===== src/sv/fwmc_pkg.sv =====
// Shared types and constants for the framed word message checker.
// Used by fwmc_front, fwmc_fifo, fwmc_back and the top level.
package fwmc_pkg;

    // Frame markers
    localparam logic [31:0] MARK_START = 32'hF0DA_A000;
    localparam logic [31:0] MARK_BEGIN = 32'hF0DA_0000;
    localparam logic [31:0] MARK_END   = 32'hF0DA_0EFF;

    // Clip limit for the error count word
    localparam logic [7:0] MAX_ERRORS = 8'd255;

    // Queue depth and its index width
    localparam int FIFO_DEPTH = 4;
    localparam int FIFO_AW    = $clog2(FIFO_DEPTH);

    // Status codes
    localparam logic [1:0] ST_OK    = 2'd0;
    localparam logic [1:0] ST_ORDER = 2'd1;
    localparam logic [1:0] ST_HASH  = 2'd2;

    // Classified word as it travels from front to back
    typedef struct packed {
        logic [31:0] word;
        logic        last;
        logic        is_start;
        logic        is_begin;
        logic        is_end;
        logic        is_zero;
        logic [7:0]  err_count;
    } t_item;

endpackage


===== src/sv/fwmc_back.sv =====
// Back end: runs the message structure check and holds the status beat.
// Depends on fwmc_pkg; pops classified items from fwmc_fifo.
module fwmc_back (
    input  logic             i_clk,
    input  logic             i_rst_n,
    input  logic             i_empty,
    input  fwmc_pkg::t_item  i_item,
    output logic             o_pop,
    output logic             o_m_valid,
    input  logic             i_m_ready,
    output logic [1:0]       o_status
);

    // Message phases
    localparam logic [2:0] PH_BEGIN  = 3'd0;
    localparam logic [2:0] PH_ID     = 3'd1;
    localparam logic [2:0] PH_ERRNUM = 3'd2;
    localparam logic [2:0] PH_ADDR   = 3'd3;
    localparam logic [2:0] PH_ERROR  = 3'd4;
    localparam logic [2:0] PH_HASH   = 3'd5;
    localparam logic [2:0] PH_END    = 3'd6;

    logic [2:0]  r_phase,    n_phase;
    logic [7:0]  r_err_exp,  n_err_exp;
    logic [7:0]  r_err_seen, n_err_seen;
    logic [31:0] r_hash,     n_hash;
    logic [1:0]  r_status,   n_status;
    logic        r_out_valid;
    logic [1:0]  r_out_status;
    logic        w_frame_mark;

    // Pop unless a status beat must go out and the output slot is busy
    assign o_pop = !i_empty && (!i_item.last || !r_out_valid || i_m_ready);
    assign o_m_valid = r_out_valid;
    assign o_status  = r_out_status;
    assign w_frame_mark = i_item.is_begin || i_item.is_end;

    // Step the checker on one word
    always_comb begin
        n_phase    = r_phase;
        n_err_exp  = r_err_exp;
        n_err_seen = r_err_seen;
        n_hash     = r_hash;
        n_status   = r_status;
        if (r_status == fwmc_pkg::ST_OK) begin
            case (r_phase)
                PH_BEGIN: begin
                    if (i_item.is_begin) begin
                        n_phase = PH_ID;
                    end else if (!i_item.is_start) begin
                        n_status = fwmc_pkg::ST_ORDER;
                    end
                end
                PH_ID: begin
                    if (w_frame_mark) begin
                        n_status = fwmc_pkg::ST_ORDER;
                    end else begin
                        n_phase = PH_ERRNUM;
                    end
                end
                PH_ERRNUM: begin
                    if (i_item.is_zero || i_item.is_start) begin
                        n_phase = PH_HASH;
                    end else begin
                        n_err_exp = i_item.err_count;
                        n_phase   = PH_ADDR;
                    end
                end
                PH_ADDR: begin
                    if (w_frame_mark) begin
                        n_status = fwmc_pkg::ST_ORDER;
                    end else begin
                        n_phase = PH_ERROR;
                    end
                end
                PH_ERROR: begin
                    if (w_frame_mark) begin
                        n_status = fwmc_pkg::ST_ORDER;
                    end else begin
                        if (r_err_seen < r_err_exp) begin
                            n_phase    = PH_ADDR;
                            n_err_seen = r_err_seen + 8'd1;
                        end
                        if (n_err_seen == r_err_exp) begin
                            n_phase = PH_HASH;
                        end
                    end
                end
                PH_HASH: begin
                    if (i_item.word != r_hash) begin
                        n_status = fwmc_pkg::ST_HASH;
                    end else begin
                        n_phase = PH_END;
                    end
                end
                PH_END: begin
                    if (!i_item.is_end) begin
                        n_status = fwmc_pkg::ST_ORDER;
                    end
                end
                default: begin
                    n_status = fwmc_pkg::ST_ORDER;
                end
            endcase
            // Fold every non-start word up to the error phase into the hash
            if ((r_phase <= PH_ERROR) && !i_item.is_start) begin
                n_hash = r_hash ^ i_item.word;
            end
        end
    end

    // Update message state; clear it after the last word
    always_ff @(posedge i_clk) begin
        if (!i_rst_n) begin
            r_phase    <= PH_BEGIN;
            r_err_exp  <= '0;
            r_err_seen <= '0;
            r_hash     <= '0;
            r_status   <= fwmc_pkg::ST_OK;
        end else if (o_pop) begin
            if (i_item.last) begin
                r_phase    <= PH_BEGIN;
                r_err_exp  <= '0;
                r_err_seen <= '0;
                r_hash     <= '0;
                r_status   <= fwmc_pkg::ST_OK;
            end else begin
                r_phase    <= n_phase;
                r_err_exp  <= n_err_exp;
                r_err_seen <= n_err_seen;
                r_hash     <= n_hash;
                r_status   <= n_status;
            end
        end
    end

    // Hold the status beat until taken
    always_ff @(posedge i_clk) begin
        if (!i_rst_n) begin
            r_out_valid <= 1'b0;
        end else if (o_pop && i_item.last) begin
            r_out_valid <= 1'b1;
        end else if (i_m_ready) begin
            r_out_valid <= 1'b0;
        end
    end

    always_ff @(posedge i_clk) begin
        if (o_pop && i_item.last) begin
            r_out_status <= n_status;
        end
    end

endmodule


===== config.mk =====
export PLATFORM = sky130hd
export DESIGN_NAME = fwmc_back
export DESIGN_NICKNAME = d
export VERILOG_FILES = /design/src/sv/fwmc_pkg.sv /design/src/sv/fwmc_back.sv
export SDC_FILE = /design/constraint.sdc
export NUM_CORES = 1
export LEC_CHECK = 0
export ABC_AREA = 1
export BUFFER_PORTS_ARGS = -buffer_cell sky130_fd_sc_hd__buf_2
export CORE_MARGIN = 2
export CORE_UTILIZATION = 39
export CTS_CLUSTER_DIAMETER = 50
export DETAILED_ROUTE_END_ITERATION = 10
export GPL_TIMING_DRIVEN = 0
export MAX_ROUTING_LAYER = met4
export PLACE_DENSITY = 0.58
export SLEW_MARGIN = 20
export SYNTH_ARGS = -nofsm -noshare
export SYNTH_HDL_FRONTEND = slang
export SYNTH_SLANG_ARGS = --single-unit
export TNS_END_PERCENT = 1

===== constraint.sdc =====
create_clock -name i_clk -period 2.3 [get_ports i_clk]
set_input_delay 0.345 -clock i_clk [delete_from_list [all_inputs] [get_ports i_clk]]
set_output_delay 0.345 -clock i_clk [all_outputs]
set_load 0.02 [all_outputs]

==> flow_summary.toml <==
[placed_design]
io_buffer_count = 51
dp_hpwl_um = 6130
dp.cells = 624
place_congestion = 0.830

[critical_path]
timing.rr.end = "r_phase[2]$_SDFFE_PN0P_"
critPathMaxFanout = 7
r2r_cells = 16
cp.arrival_ns = 2.53
critPathKind = "register to register"
worstPathRequired_ns = 2.55
start_kind = "register"
regToRegSetupSlack_ns = 0.03
cp-end-kind = "register"
rr_startpoint = "r_err_exp[5]$_SDFFE_PN0P_"

[route]
ant_nets = 0
drt-wirelength-per-cell_um = 13.2
routed_via_density = 5.02
route.final.wire_length_um = 8500
drt_iter0_drc = 123
firstDrtPassIters = 4
drcViolationCount = 0
vias = 3221

[worst_hold_path]
hold_class = "input port to register"
min_path_cells = 3
min_to = "r_err_exp[6]$_SDFFE_PN0P_"
worstHoldStart = "i_item[6]"

[power]
clkPwrFrac_pct = 19.2
p_sw_share_pct = 38.0
cellPowerDensity_nw_per_um2 = 703
pwr-share-seq_pct = 39.7
leakage_nw = 1.83
ir_worst_vdd_mv = 0.269
switching_power_mw = 1.09
p_comb_share_pct = 41.1
report.power.total_mw = 2.86
p_int_mw = 1.77

[cts]
cts_hold_buf = 0
clock_latency_ns = 0.31
root_buffer = "clkbuf_8"
clock-sinks = 56
clk_pin_slew_ns = 0.10
cts_buffers = 5
htreeDepth = 2
clockBufferDepth = 2
tritoncts = "built"

[floorplanning]
dieWidth_um = 96.2
rows = 33
initial_core_util_pct = 40.4
die_y_um = 96.2
io_pins = 53
core_region_area_um2 = 8220
die_area_um2 = 9260

[timing]
post-route-period-util_pct = 98.8
finalHoldViolations = 0
setup_viol = 0
worst_pin_slew_ns = 0.645
fmax_ghz = 0.440
period_minus_slack_ns = 2.27
finClkSkew_ns = 0.00383
slew_headroom_pct = 57.0
grt_setup_unrepaired = "yes"
finalMaxSlewViolations = 0

[synth]
ys.flop_type = "dfxtp_1"
avgSynthCellArea_um2 = 7.09
ys_types = 31
async_flop_share_pct = 0
synthesis.nets = 525
synth_area_um2 = 3320
synth_edf_count = 2
synth_top_area_share_pct = 32.6
yosysWarnings = 0
synth-seq-area-share_pct = 34.4
netlist_instances = 468
synth_common_cells = "nand2_1, nor2_1, dfxtp_1, nand3_1"
ys_seq_elements = 56
post-synth-top-count-cell = "nand2_1"
synth_top_area_cell = "dfxtp_1"
synth_area_leaders = "dfxtp_1, nand2_1, xor2_1, nor2_1, a211oi_1"

[finish]
stdcell_count = 642
final_nets = 594
drive_gt1_share_pct = 24.8
diodes = 0
fin_util_pct = 49.5
synthToLayoutAreaGrowth_pct = 22.5
num-fill-cells = 853

[global_routing]
grt_pass1_vias = 2943
grt_pass1_wl_um = 14000
antenna_found_initial = 0
grt_overflow = 0
grtUsageTotal_pct = 19.7
grt_max_degree = 17

[flow_run]
cap_violations = 0

[run_status]
status = "completed"
==> cells by family (layout without fill, tap and decap cells) <==
logic type	count (synthesis)	in the layout	synth area share, %
simple gates	238	238	30.7
buf+inv	58	127	7.35
xor+xnor	37	37	9.77
flops	56	56	34.4
compound gates	71	71	14.8
fa+ha+maj	8	8	3.02
==> timing repair <==
action / 4_1_cts / 5_1_grt
resized for setup: 6 / 45
cloned: 0 / 1
setup buffers: 3 / 7
pin swaps: 2 / 19
setup endpoints to repair: 3 / 3
==> power by group through the flow <==
stage               Combinational [mW]  Sequential (mW)  Clock (mW)
floorplan                        0.707             1.15           0
global placement                 0.908             1.15           0
detailed placement               0.924             1.15           0
CTS                              0.953             1.13       0.566
global route                      1.31             1.15       0.605
finish                            1.17             1.14       0.549
==> placed cells by master (no fill, tap or decap), types with 7 or more instances in the layout <==
| cell | n |
|---|---|
| a31oi_1 | 8 |
| buf_2 | 56 |
| xor2_1 | 34 |
| nor2_1 | 67 |
| dfxtp_1 | 43 |
| dfxtp_2 | 10 |
| nand2_2 | 11 |
| a21oi_1 | 17 |
| buf_4 | 9 |
| a211oi_1 | 30 |
| nand3_2 | 7 |
| nor4_1 | 7 |
| nand3_1 | 30 |
| clkbuf_1 | 14 |
| nand2_1 | 101 |
| inv_1 | 29 |
| o21ai_0 | 7 |
| inv_2 | 7 |
==> routing by layer <==
metal  vias up  wire length, µm  GRT usage, %  part of all wire (%)
met5         -                0             -                     0
met4         0               29          3.81                  0.34
met3         2              359          3.76                   4.2
met2        52             4320          31.7                    51
met1      1483             3800          25.9                    45
li1       1684                -             -                     -
==> flip-flops by register name, indices dropped and copies added (netlist names) <==
| name | flops |
|---|---|
| r_hash | 32 |
| r_err_exp | 8 |
| r_err_seen | 8 |
| r_phase | 3 |
| o_status | 2 |
| r_status | 2 |
| o_m_valid | 1 |
==> worst max-delay path, cell delays in order, from the launching register on <==
cell and delay, ns:
dfxtp_2 0.35, inv_2 0.06, ha_1 0.31, a21oi_2 0.07
o21a_4 0.22, buf_6 0.13, buf_4 0.15, nand3_2 0.09
nand3_2 0.08, nand2_1 0.08, nand2_2 0.07, nor2_4 0.15
buf_6 0.11, nand3_2 0.08, a21oi_2 0.15, nor2_1 0.05
nor2_1 0.07
==> final cells by class <==
cell class              count  area, µm²  share of cell area, %
multi-input cells         354       2080                   51.2
flip-flops and latches     56       1160                   28.5
repair buffers             62        359                   8.83
inverters                  37        141                   3.48
well taps                 105        131                   3.23
plain buffers              21        115                   2.83
clock buffers               6       72.6                   1.78
clock inverters             1       8.76                  0.215
==> worst max path at each step <==
stage,from,to,slack [ns],cells past startpoint
4_1_cts,r_err_exp[7]$_SDFFE_PN0P_,r_phase[1]$_SDFFE_PN0P_,0.005,17
3_3_place_gp,r_err_exp[5]$_SDFFE_PN0P_,r_phase[2]$_SDFFE_PN0P_,-0.14,16
6_report,r_err_exp[5]$_SDFFE_PN0P_,r_phase[2]$_SDFFE_PN0P_,0.03,16
5_1_grt,r_err_exp[3]$_SDFFE_PN0P_,r_phase[1]$_SDFFE_PN0P_,-0.10,18
3_5_place_dp,r_err_exp[5]$_SDFFE_PN0P_,r_phase[0]$_SDFFE_PN0P_,-0.15,16
2_1_floorplan,r_err_exp[7]$_SDFFE_PN0P_,r_phase[2]$_SDFFE_PN0P_,0.25,16
==> stage by stage <==
| stage | area, µm² | TNS (ns) | setup WS, ns | hold slack (ns) |
|---|---|---|---|---|
| after global placement | 3700 | -0.429 | -0.145 | 0.489 |
| after floorplan | 3320 | 0 | 0.255 | 0.465 |
| after detailed placement | 3700 | -0.450 | -0.152 | 0.496 |
| after CTS | 3820 | 0 | 0.00477 | 0.263 |
| after global routing | 4070 | -0.268 | -0.105 | 0.273 |
| final | 4070 | 0 | 0.0284 | 0.269 |
No activity file was read; power rests on OpenSTA's default activity.
